==> config.mk <==
export PLATFORM = sky130hd
export DESIGN_NAME = q15_fir_filter_flat
export DESIGN_NICKNAME = d
export VERILOG_FILES = /design/src/design/qfir_pkg.sv /design/src/design/qfir_in_if.sv /design/src/design/qfir_out_if.sv /design/src/design/qfir_ram.sv /design/src/design/qfir_ctrl.sv /design/src/design/qfir_dp.sv /design/src/design/q15_fir_filter.sv /design/src/flat_wrapper.sv
export SDC_FILE = /design/constraint.sdc
export NUM_CORES = 2
export LEC_CHECK = 0
export BUFFER_PORTS_ARGS = -buffer_cell sky130_fd_sc_hd__buf_2
export CAP_MARGIN = 25
export CORE_MARGIN = 2
export CORE_UTILIZATION = 25
export DETAILED_ROUTE_END_ITERATION = 8
export GPL_TIMING_DRIVEN = 0
export PLACE_DENSITY = 0.39
export SYNTH_ARGS = -nofsm -noshare
export SYNTH_HDL_FRONTEND = slang
export SYNTH_SLANG_ARGS = --single-unit
==> constraint.sdc <==
create_clock -name clk -period 7.28 [get_ports clk]
set_clock_uncertainty 0.2 [all_clocks]
set_input_delay 0.364 -clock clk [delete_from_list [all_inputs] [get_ports clk]]
set_output_delay 0.364 -clock clk [all_outputs]
set_load 0.01 [all_outputs]
==> src/design/qfir_pkg.sv <==
// ----------------------------------------------------------------------------
// qfir_pkg
// Shared constants, types and command/status structs for the Q15 FIR filter.
// ----------------------------------------------------------------------------
`default_nettype none

package qfir_pkg;

  localparam int MAX_TAPS  = 64;
  localparam int TAP_AW    = $clog2(MAX_TAPS);
  localparam int TAP_CNT_W = $clog2(MAX_TAPS + 1);
  localparam int BLK_TAPS  = 8;
  localparam int BLK_MAX   = MAX_TAPS / BLK_TAPS;
  localparam int BLK_W     = 4;
  localparam int BLK_RESET = 8;
  localparam int IDX_W     = 6;
  localparam int SAMPLE_W  = 16;
  localparam int ACC_W     = 32;
  localparam int FRAC_BITS = 15;

  typedef logic signed [SAMPLE_W-1:0] sample_t;
  typedef logic [IDX_W-1:0]           coef_idx_t;

  typedef enum logic {
    OP_SAMPLE = 1'b0,
    OP_COEF   = 1'b1
  } op_t;

  typedef enum logic [1:0] {
    ST_IDLE,
    ST_RUN,
    ST_DRAIN,
    ST_DONE
  } state_t;

  typedef struct packed {
    logic              push;
    logic              coef_wr;
    logic              acc_clr;
    logic              rd_en;
    logic [TAP_AW-1:0] rd_idx;
    logic              load_out;
  } ctrl_cmd_t;

  typedef struct packed {
    logic pipe_busy;
    logic out_can_load;
  } dp_stat_t;

endpackage

`default_nettype wire

==> src/design/qfir_in_if.sv <==
// ----------------------------------------------------------------------------
// qfir_in_if
// Request channel into the filter: sample pushes and coefficient writes.
// ----------------------------------------------------------------------------
`default_nettype none

interface qfir_in_if;
  import qfir_pkg::*;

  logic      valid;
  logic      ready;
  op_t       op;
  coef_idx_t coef_index;
  sample_t   value;

  modport source (output valid, output op, output coef_index, output value, input ready);
  modport sink   (input valid, input op, input coef_index, input value, output ready);
endinterface

`default_nettype wire

==> src/design/qfir_out_if.sv <==
// ----------------------------------------------------------------------------
// qfir_out_if
// Result channel out of the filter: one filtered sample per sample request.
// ----------------------------------------------------------------------------
`default_nettype none

interface qfir_out_if;
  import qfir_pkg::*;

  logic    valid;
  logic    ready;
  sample_t filtered;

  modport source (output valid, output filtered, input ready);
  modport sink   (input valid, input filtered, output ready);
endinterface

`default_nettype wire

==> src/design/qfir_ram.sv <==
// ----------------------------------------------------------------------------
// qfir_ram
// Simple dual-port RAM: one write port, one read port with registered data.
// ----------------------------------------------------------------------------
`default_nettype none

module qfir_ram #(
  parameter int WIDTH = 16,
  parameter int DEPTH = 64
) (
  input  wire logic                     clk,
  input  wire logic                     we,
  input  wire logic [$clog2(DEPTH)-1:0] waddr,
  input  wire logic [WIDTH-1:0]         wdata,
  input  wire logic                     re,
  input  wire logic [$clog2(DEPTH)-1:0] raddr,
  output logic      [WIDTH-1:0]         rdata
);

  logic [WIDTH-1:0] mem [DEPTH];

  always_ff @(posedge clk) begin
    if (we) begin
      mem[waddr] <= wdata;
    end
    if (re) begin
      rdata <= mem[raddr];
    end
  end

endmodule

`default_nettype wire

==> src/design/qfir_ctrl.sv <==
// ----------------------------------------------------------------------------
// qfir_ctrl
// Controller: request handshake, tap count register and tap sequencer.
// ----------------------------------------------------------------------------
`default_nettype none

module qfir_ctrl (
  input  wire logic                      clk,
  input  wire logic                      rst_n,
  input  wire logic                      in_valid,
  input  wire qfir_pkg::op_t             in_op,
  output logic                           in_ready,
  input  wire logic                      cfg_we,
  input  wire logic [qfir_pkg::BLK_W-1:0] cfg_wdata,
  input  wire qfir_pkg::dp_stat_t        stat,
  output qfir_pkg::ctrl_cmd_t            cmd
);
  import qfir_pkg::*;

  state_t               state_r, state_nxt;
  logic [TAP_CNT_W-1:0] idx_r, idx_nxt;
  logic [BLK_W-1:0]     tap_blocks_r;
  logic [BLK_W-1:0]     blk_eff;
  logic [TAP_CNT_W-1:0] taps;
  logic                 accept;

  always_ff @(posedge clk) begin
    if (!rst_n) begin
      tap_blocks_r <= BLK_W'(BLK_RESET);
    end else if (cfg_we) begin
      tap_blocks_r <= cfg_wdata;
    end
  end

  // tap count saturates at the delay line length
  assign blk_eff = (tap_blocks_r > BLK_W'(BLK_MAX)) ? BLK_W'(BLK_MAX) : tap_blocks_r;
  assign taps    = TAP_CNT_W'(32'(blk_eff) * BLK_TAPS);

  always_ff @(posedge clk) begin
    if (!rst_n) begin
      state_r <= ST_IDLE;
      idx_r   <= '0;
    end else begin
      state_r <= state_nxt;
      idx_r   <= idx_nxt;
    end
  end

  always_comb begin
    state_nxt    = state_r;
    idx_nxt      = idx_r;
    in_ready     = 1'b0;
    accept       = 1'b0;
    cmd          = '0;
    cmd.rd_idx   = idx_r[TAP_AW-1:0];
    case (state_r)
      ST_IDLE: begin
        in_ready = 1'b1;
        accept   = in_valid;
        if (accept && (in_op == OP_COEF)) begin
          cmd.coef_wr = 1'b1;
        end
        if (accept && (in_op == OP_SAMPLE)) begin
          cmd.push    = 1'b1;
          cmd.acc_clr = 1'b1;
          idx_nxt     = '0;
          state_nxt   = (taps == '0) ? ST_DRAIN : ST_RUN;
        end
      end
      ST_RUN: begin
        cmd.rd_en = 1'b1;
        idx_nxt   = idx_r + 1'b1;
        if (idx_nxt == taps) begin
          state_nxt = ST_DRAIN;
        end
      end
      ST_DRAIN: begin
        if (!stat.pipe_busy) begin
          state_nxt = ST_DONE;
        end
      end
      ST_DONE: begin
        if (stat.out_can_load) begin
          cmd.load_out = 1'b1;
          state_nxt    = ST_IDLE;
        end
      end
      default: begin
        state_nxt = ST_IDLE;
      end
    endcase
  end

endmodule

`default_nettype wire

==> src/design/qfir_dp.sv <==
// ----------------------------------------------------------------------------
// qfir_dp
// Datapath: circular delay line, coefficient RAM, shared MAC and result reg.
// ----------------------------------------------------------------------------
`default_nettype none

module qfir_dp (
  input  wire logic                  clk,
  input  wire logic                  rst_n,
  input  wire qfir_pkg::ctrl_cmd_t   cmd,
  input  wire qfir_pkg::coef_idx_t   in_coef_index,
  input  wire qfir_pkg::sample_t     in_value,
  input  wire logic                  out_ready,
  output logic                       out_valid,
  output qfir_pkg::sample_t          out_filtered,
  output qfir_pkg::dp_stat_t         stat
);
  import qfir_pkg::*;

  logic [TAP_AW-1:0]      head_r, head_nxt;
  logic [TAP_CNT_W-1:0]   fill_r, fill_nxt;
  logic                   s1_valid_r, s1_live_r, p_valid_r;
  logic signed [ACC_W-1:0] prod_r, acc_r;
  logic signed [ACC_W-1:0] mult;
  logic                   out_valid_r;
  sample_t                out_filtered_r;
  logic [SAMPLE_W-1:0]    dly_q, coef_q;
  logic                   idx_ok;
  logic                   live;
  logic signed [ACC_W-FRAC_BITS-1:0] shifted;
  sample_t                result;

  assign head_nxt = cmd.push ? head_r + 1'b1 : head_r;
  assign fill_nxt = (cmd.push && (fill_r != TAP_CNT_W'(MAX_TAPS))) ? fill_r + 1'b1 : fill_r;
  assign idx_ok   = 32'(in_coef_index) < MAX_TAPS;
  // taps older than the number of pushes since reset read as zero
  assign live     = TAP_CNT_W'(cmd.rd_idx) < fill_r;

  qfir_ram #(.WIDTH(SAMPLE_W), .DEPTH(MAX_TAPS)) u_dly_ram (
    .clk   (clk),
    .we    (cmd.push),
    .waddr (head_nxt),
    .wdata (in_value),
    .re    (cmd.rd_en),
    .raddr (head_r - cmd.rd_idx),
    .rdata (dly_q)
  );

  qfir_ram #(.WIDTH(SAMPLE_W), .DEPTH(MAX_TAPS)) u_coef_ram (
    .clk   (clk),
    .we    (cmd.coef_wr && idx_ok),
    .waddr (TAP_AW'(in_coef_index)),
    .wdata (in_value),
    .re    (cmd.rd_en),
    .raddr (cmd.rd_idx),
    .rdata (coef_q)
  );

  // sign-extended product of one tap
  assign mult = $signed(dly_q) * $signed(coef_q);

  always_ff @(posedge clk) begin
    if (!rst_n) begin
      head_r      <= '0;
      fill_r      <= '0;
      s1_valid_r  <= 1'b0;
      s1_live_r   <= 1'b0;
      p_valid_r   <= 1'b0;
      out_valid_r <= 1'b0;
    end else begin
      head_r      <= head_nxt;
      fill_r      <= fill_nxt;
      s1_valid_r  <= cmd.rd_en;
      s1_live_r   <= cmd.rd_en && live;
      p_valid_r   <= s1_valid_r;
      if (cmd.load_out) begin
        out_valid_r <= 1'b1;
      end else if (out_ready) begin
        out_valid_r <= 1'b0;
      end
    end
  end

  always_ff @(posedge clk) begin
    if (s1_valid_r) begin
      prod_r <= s1_live_r ? mult : '0;
    end
    if (cmd.acc_clr) begin
      acc_r <= '0;
    end else if (p_valid_r) begin
      acc_r <= acc_r + prod_r;
    end
    if (cmd.load_out) begin
      out_filtered_r <= result;
    end
  end

  // arithmetic shift by the fraction bits, then saturate to 16 bits
  assign shifted = acc_r[ACC_W-1:FRAC_BITS];
  assign result  = (shifted[ACC_W-FRAC_BITS-1] != shifted[SAMPLE_W-1]) ?
                   (shifted[ACC_W-FRAC_BITS-1] ? {1'b1, {(SAMPLE_W-1){1'b0}}}
                                               : {1'b0, {(SAMPLE_W-1){1'b1}}}) :
                   shifted[SAMPLE_W-1:0];

  assign out_valid         = out_valid_r;
  assign out_filtered      = out_filtered_r;
  assign stat.pipe_busy    = s1_valid_r || p_valid_r;
  assign stat.out_can_load = !out_valid_r || out_ready;

endmodule

`default_nettype wire

==> src/design/q15_fir_filter.sv <==
// ----------------------------------------------------------------------------
// q15_fir_filter
// Q1.15 direct-form FIR filter with up to 64 taps and one shared MAC.
// ----------------------------------------------------------------------------
// usage:
//   in_ch carries requests: op = sample pushes value into the delay line and
//   produces one filtered result on out_ch; op = coefficient writes value to
//   coefficient coef_index and produces nothing. cfg_we/cfg_wdata set
//   tap_blocks (taps = 8 * tap_blocks, at most 64); write it only when idle.
// timing:
//   a coefficient write leaves in_ch.ready high. from a sample's accept until
//   its result is valid, in_ch.ready is low (tap reads, none when tap_blocks
//   is 0, then MAC drain and result load); the single multiply-accumulate unit
//   handles one tap per cycle and both RAMs give one read per cycle.
// reset:
//   rst_n clears the delay line (by a fill count), sets tap_blocks to 8 and
//   empties the result register; coefficients must be written before use.
// stall:
//   the result register holds while out_ch.ready is low; the block can still
//   take coefficient writes and finish the next sample, then waits for it.
// ----------------------------------------------------------------------------
`default_nettype none

module q15_fir_filter (
  input  wire logic                        clk,
  input  wire logic                        rst_n,
  qfir_in_if.sink                          in_ch,
  qfir_out_if.source                       out_ch,
  input  wire logic                        cfg_we,
  input  wire logic [qfir_pkg::BLK_W-1:0]  cfg_wdata
);
  import qfir_pkg::*;

  ctrl_cmd_t cmd;
  dp_stat_t  stat;

  qfir_ctrl u_ctrl (
    .clk       (clk),
    .rst_n     (rst_n),
    .in_valid  (in_ch.valid),
    .in_op     (in_ch.op),
    .in_ready  (in_ch.ready),
    .cfg_we    (cfg_we),
    .cfg_wdata (cfg_wdata),
    .stat      (stat),
    .cmd       (cmd)
  );

  qfir_dp u_dp (
    .clk           (clk),
    .rst_n         (rst_n),
    .cmd           (cmd),
    .in_coef_index (in_ch.coef_index),
    .in_value      (in_ch.value),
    .out_ready     (out_ch.ready),
    .out_valid     (out_ch.valid),
    .out_filtered  (out_ch.filtered),
    .stat          (stat)
  );

  a_idle_pipe_empty: assert property (@(posedge clk) disable iff (!rst_n)
    in_ch.ready |-> !stat.pipe_busy)
    else $error("mac pipeline busy while taking requests");

  a_no_read_when_ready: assert property (@(posedge clk) disable iff (!rst_n)
    cmd.rd_en |-> !in_ch.ready)
    else $error("tap read issued while idle");

  a_load_free: assert property (@(posedge clk) disable iff (!rst_n)
    cmd.load_out |-> stat.out_can_load)
    else $error("result loaded over an untaken result");

  a_push_starts_work: assert property (@(posedge clk) disable iff (!rst_n)
    cmd.push |=> !in_ch.ready)
    else $error("sample request did not start filtering");

endmodule

`default_nettype wire

==> src/flat_wrapper.sv <==
// flat-port wrapper written by rule: the top's interface ports become plain ports
module q15_fir_filter_flat import qfir_pkg::*;
  (clk, rst_n, cfg_we, cfg_wdata, in_ch_valid, in_ch_op, in_ch_coef_index, in_ch_value, in_ch_ready, out_ch_valid, out_ch_filtered, out_ch_ready);
  qfir_in_if in_ch_i ();
  qfir_out_if out_ch_i ();
  input  wire logic clk;
  input  wire logic rst_n;
  input  wire logic cfg_we;
  input  wire logic [qfir_pkg::BLK_W-1:0] cfg_wdata;
  input wire logic [$bits(in_ch_i.valid)-1:0] in_ch_valid;
  input wire logic [$bits(in_ch_i.op)-1:0] in_ch_op;
  input wire logic [$bits(in_ch_i.coef_index)-1:0] in_ch_coef_index;
  input wire logic [$bits(in_ch_i.value)-1:0] in_ch_value;
  output wire logic [$bits(in_ch_i.ready)-1:0] in_ch_ready;
  output wire logic [$bits(out_ch_i.valid)-1:0] out_ch_valid;
  output wire logic [$bits(out_ch_i.filtered)-1:0] out_ch_filtered;
  input wire logic [$bits(out_ch_i.ready)-1:0] out_ch_ready;
  assign in_ch_i.valid = in_ch_valid;
  assign in_ch_i.op = in_ch_op;
  assign in_ch_i.coef_index = in_ch_coef_index;
  assign in_ch_i.value = in_ch_value;
  assign in_ch_ready = in_ch_i.ready;
  assign out_ch_valid = out_ch_i.valid;
  assign out_ch_filtered = out_ch_i.filtered;
  assign out_ch_i.ready = out_ch_ready;
  q15_fir_filter u_core (.clk(clk), .rst_n(rst_n), .in_ch(in_ch_i), .out_ch(out_ch_i), .cfg_we(cfg_we), .cfg_wdata(cfg_wdata));
endmodule
# After elaboration in Yosys (flattened, before gate mapping)
# Memory sizes are Yosys's and may differ from the RTL's. A register that Yosys moved wholly into a read port is not among the register bits.
# Index checks and enable logic that the tools add are counted.
# W data, S select, Z words.
word_totals:
  ff_bits: 110
  ram_bits: 2048
  input_bits: 32
  output_inout_bits: 18
  n_memories: 2
classes:
  addsub: 5
  n_mul: 1
  n_lt_le_gt_ge: 2
  n_eq_ne: 10
  mux: 25
  bitwise_logic: 1
  reduce_logical: 13
memory_table:
  columns: ["memory", "words", "word_bits", "read_ports", "rd_clocked_by_memory_dff", "write_ports", "line", "rtl"]
  rows:
  - ["u_core.u_dp.u_coef_ram.mem", 64, 16, 1, 1, 1, "qfir_ram.sv:20", "logic [WIDTH-1:0] mem [DEPTH];"]
  - ["u_core.u_dp.u_dly_ram.mem", 64, 16, 1, 1, 1, "qfir_ram.sv:20", null]
op_table:
  columns: ["cell", "n"]
  rows:
  - ["$add A32 B32 Y32", 1]
  - ["$mul A16 B16 Y32", 1]
  - ["$mux W16", 2]
  - ["$add A7 B1 Y7 const B", 2]
  - ["$pmux W7 S2", 1]
  - ["$mux W1", 12]
  - ["$mux W2", 5]
  - ["$pmux W2 S4", 1]
  - ["$eq A7 B7 Y1", 1]
  - ["$logic_not A7 Y1", 1]
  - ["$lt A6 B7 Y1", 1]
  - ["$mux W7", 1]
  - ["$ne A7 B7 Y1 const B", 1]
  - ["$add A6 B1 Y6 const B", 1]
  - ["$mux W6", 1]
  - ["$ne A2 B2 Y1 const B", 3]
  - ["$sub A6 B6 Y6", 1]
  - ["$eq A2 B2 Y1 const B", 2]
  - ["$gt A4 B4 Y1 const B", 1]
  - ["$logic_and A1 B1 Y1", 4]
  - ["$mux W4", 1]
  - ["$reduce_and A4 Y1", 1]
  - ["$reduce_bool A2 Y1", 2]
  - ["$mux W3", 1]
  - ["other kinds (8)", 9]

# Logic depth before layout (Yosys ltp)
logic_depth:
  ltp_word: 6
  depth_mapped: 23

# Modules after synthesis
# A second synthesis with hierarchy kept.
unflattened:
  cells_unflattened: 5382
  area_unflattened_um2: 96522.6
by_module_without_submodules:
  columns: ["module", "instances", "cells_per_inst", "area_each_um2"]
  rows:
  - ["qfir_ram", 2, 1829, 40202.3]
  - ["qfir_dp", 1, 1609, 15128.3]
  - ["qfir_ctrl", 1, 115, 989.7]

# Least setup slack after synthesis
# No wires, ideal clock.
synth_path:
  path_kind: "register -> register"
  start: "register u_core.u_dp.u_dly_ram.rdata[15] (read register of u_core.u_dp.u_dly_ram.mem)"
  end: "register u_core.u_dp.prod_r[31], data pin"
  setup_time_ns: 0.255
  arrival_time_ns: 6.086
  required_ns: 6.825
  slack_ns: 0.739
  path_stages_with_launch: 22
  n_path_buf: 1
  period_less_slack_ns: 6.541
  path_cell_list: "edfxtp_1 clkbuf_1 nand2_1 inv_1 fa_1 fa_1 fa_1 fa_1 fa_1 inv_1 fa_1 inv_1 ha_1 and3_1 and4_1 a22o_1 a31o_2 and4_4 o41ai_2 o21ai_1 xnor2_1 and2_1"
synth_between:
  elab_chain_cells: 1
synth_rtl:
  columns: ["item", "line", "rtl"]
  rows:
  - ["from (decl)", "qfir_ram.sv:17", "output logic [WIDTH-1:0] rdata"]
  - ["$mul A16 B16 Y32", "qfir_dp.sv:60", "assign mult = $signed(dly_q) * $signed(coef_q);"]
  - ["to (signal assigned)", "qfir_dp.sv:86", "prod_r <= s1_live_r ? mult : '0;"]
  - ["to (decl)", "qfir_dp.sv:23", "logic signed [ACC_W-1:0] prod_r, acc_r;"]
# No other way between the ends.
# A chain may end at the register's enable or synchronous reset.

# Final worst setup path
layout_path:
  start: "register u_core.u_ctrl.idx_r[1]"
  end: "register u_core.u_dp.u_dly_ram.rdata[12] (read register of u_core.u_dp.u_dly_ram.mem), data pin"
layout_between:
  elab_chain_cells: 1
layout_rtl:
  columns: ["item", "line", "rtl"]
  rows:
  - ["from (decl)", "qfir_ctrl.sv:21", "logic [TAP_CNT_W-1:0] idx_r, idx_nxt;"]
  - ["from (signal assigned)", "qfir_ctrl.sv:45", "idx_r <= idx_nxt;"]
  - ["$sub A6 B6 Y6", "qfir_dp.sv:45", ".raddr (head_r - cmd.rd_idx),"]
# No other way between the ends.

==> reports/summary.txt <==
Status -> completed
Met3 Routed Length -> 9830 microns
Ranking of synthesized cells by area -> edfxtp_1, mux4_2, fa_1
Final Slew Violations -> 0
Clock sinks -> 2190
CP startpoint -> u_core.u_ctrl.idx_r[1]
Stages on the worst setup path -> 12
TritonCTS clock tree -> done
CP required -> 7660 ps
Max Freq -> 0.142 GHz
Initial antenna violation count -> 19
Post-synth top flop -> edfxtp_1
Worst setup EP type -> flip-flop
Post-route clock period utilization -> 97.0%
Post-Synth Simple-Gate Area -> 3.48%
Share of cells above drive strength 1 -> 26.8%
DR WL/cell -> 26.2 microns
Starting density of the core -> 25.1%
CTS HTree Levels -> 4
FF-to-FF setup slack -> 220 ps
Post-Route WL -> 278000 microns
Gr ovfl total -> 0
RSZ-0062 raised after global routing -> true
Clock root buffer -> clkbuf_16
Most frequent cell after synthesis -> edfxtp_1
Critical-path maximum fanout -> 11
Die Span Y -> 621 microns
Routed metal-1 wirelength -> 122000 microns
DR vias -> 46700
Reg2Reg Launch Point -> u_core.u_ctrl.idx_r[1]
TritonCTS buffer count -> 241
Highest-delay cell along the critical path -> clkbuf_1
Post-synth top cells -> edfxtp_1, mux4_2, inv_1
Placer Congestion -> 0.828
Pre-antenna DRT Iters -> 5
Reg2Reg Capture Point -> u_core.u_dp.u_dly_ram.rdata[12]
Nets -> 5786
Routed wl met2 -> 138000 microns
Yosys top cell by area -> edfxtp_1
DR iter-0 viols -> 3447
CP Cell Sequence -> clkbuf_1, clkbuf_1, clkbuf_2, inv_1, fa_1, clkbuf_1, buf_2, clkbuf_1, mux4_2, mux4_2, mux2i_1, a21oi_1
Die Wd -> 621 microns
Synthesized area per cell -> 19.7 sq um
Cell Area, Synth -> 0.0951 sq mm
Mapped Cells -> 4839
Cell family with most CP delay -> buffers and inverters
Gr usage total -> 14.4%
Vias in the first global route -> 49600
Synthesis-stage register bit count -> 2190
Mux cell area share after synthesis -> 16.0%
Max-capacitance violation count -> 0
Yosys top cell area share -> 67.2%
Final min period -> 7060 ps
Worst setup path endpoint -> u_core.u_dp.u_dly_ram.rdata[12]
CP most frequent cell -> clkbuf_1
Crit path buf inv count -> 7
# DRC -> 0
Rows -> 226
Reg2Reg Depth -> 12
Hold_ws -> 73.1 ps
Final setup violation count -> 0
Top layer in use -> met5
Die Area -> 0.385 sq mm
Crit path DAT -> 7450 ps
Skew-Pair Late Insertion Delay -> 960 ps
Antenna-violating nets left -> 0
Post-DP HPWL -> 196000 microns
Register area share after synthesis -> 68.5%
Via density -> 4.41
Final hold vios -> 0
Asr flop ratio synth -> 0%
Number of flops mapped to enable cells by yosys -> 2128
Synthesized net count -> 5268
Worst setup SP type -> flip-flop
Yosys warnings -> 0
Slew margin rel. -> 16.6%
IO buf count -> 45
Io pins -> 50
Least-Margin Pin Slew -> 1240 ps
Largest family of logic cells by synthesized area -> multiplexers
Crit-path max cell delay -> 760 ps
First-pass GRT wire length -> 392000 microns
Synth Area in Adders -> 7.30%
Worst-path clk slew -> 60 ps
Post-synthesis compound-gate area fraction -> 1.79%
Hold Path Class -> in -> reg
Setup CP Type -> reg -> reg
Unique masters post-synth -> 70
Post-Synth XOR/XNOR Area -> 0.708%
Clock buffer depth -> 4
Layout Area Growth over Synthesis -> 19.4%
Largest net degree at the start of global routing -> 93
Area of the core -> 0.379 sq mm
tightest hold or removal path, cell delays in order:
cell and delay, ps:
buf_2 230, nor2_1 190, nand4_1 170, xnor2_1 70, nor2_1 70
layer usage:
| metal | up-vias | global-route usage (%) |
|---|---|---|
| met5 | - | 0 |
| met4 | 4 | 3.96 |
| met3 | 348 | 1.68 |
| met2 | 882 | 24.6 |
| met1 | 25300 | 19.2 |
| li1 | 20200 | - |
area by class of cell:
| cell class | count | area (sq um) |
|---|---|---|
| fillers | 37100 | 265000 |
| well taps | 5016 | 6280 |
| flip-flops and latches | 2190 | 65100 |
| multi-input cells | 2118 | 28200 |
| inverters | 314 | 1180 |
| clock buffers | 298 | 6370 |
| diodes | 8 | 20.0 |
| plain buffers | 213 | 1040 |
| repair buffers | 279 | 4120 |
| clock inverters | 148 | 1250 |
placed cells by master (no fill, tap or decap), drive strengths merged, types with 11 or more instances in the layout:
master,count
dfxtp,62
and3,11
edfxtp,2128
buf,345
nor2b,30
nor2,207
xor2,23
clkinv,112
a211oi,27
clkbuf,419
nand2b,14
fa,264
nand3,26
nand2,186
o21a,11
nor3,20
mux4,656
inv,321
a21o,36
bufinv,17
mux2i,41
ha,133
xnor2,53
o21ai,48
and2,149
dlygate4sd3,26
a21oi,82
clkinvlp,12
per-stage QoR:
stage	setup WS, ps	instance area (sq um)	setup TNS [ps]	util (%)	instances
6_report	216	114000	0	30.0	10600
5_1_grt	-12.0	114000	-13.3	30.0	10600
3_5_place_dp	-361	105000	-2600	27.8	10100
2_1_floorplan	739	95100	0	-	4839
3_3_place_gp	-875	102000	-14020	26.8	9900
4_1_cts	-41.5	113000	-41.5	29.9	10600
flip-flops by register name, indices dropped and copies added, names as in the netlist:
name / cells
u_core.u_ctrl.idx_r: 7
u_core.u_ctrl.state_r: 2
u_core.u_ctrl.tap_blocks_r: 4
u_core.u_dp.acc_r: 32
u_core.u_dp.fill_r: 7
u_core.u_dp.head_r: 6
u_core.u_dp.out_filtered: 16
u_core.u_dp.out_valid: 1
u_core.u_dp.p_valid_r: 1
u_core.u_dp.prod_r: 32
u_core.u_dp.s1_live_r: 1
u_core.u_dp.s1_valid_r: 1
u_core.u_dp.u_coef_ram.mem: 1024
u_core.u_dp.u_coef_ram.rdata: 16
u_core.u_dp.u_dly_ram.mem: 1024
u_core.u_dp.u_dly_ram.rdata: 16
timing repair:
action                     4_1_cts  5_1_grt
hold endpoints to repair      1290        0
cloned                           0        0
hold buffers                    26        0
buffers inserted                16       20
pin swaps                        1        2
setup endpoints to repair       22        8
gates resized for setup         26       30
cells by family (layout without fill, tap and decap cells):
logic type,count (synthesis),after routing
flip-flops,2190,2190
AND/OR/NAND/NOR,687,687
AO/OA/AOI/OAI,261,261
multiplexers,697,697
other,0,8
buffers and inverters,531,1252
adder cells (fa/ha/maj),397,397
XOR/XNOR,76,76
worst min path at each step:
stage,start,end,cells after the start
final,in_ch_op,u_core.u_dp.fill_r[3],5
after global routing,in_ch_op,u_core.u_ctrl.idx_r[1],3
after CTS,in_ch_coef_index[1],u_core.u_dp.u_coef_ram.mem[15][14],3
after detailed placement,u_core.u_dp.acc_r[10],u_core.u_dp.acc_r[10],2
after global placement,u_core.u_dp.acc_r[10],u_core.u_dp.acc_r[10],2
after floorplan,rst_n,u_core.u_ctrl.tap_blocks_r[3],1
Power is left out: the tool's default activity adds up to more than one toggle a clock period on the data nets, which glitch-free logic cannot reach.
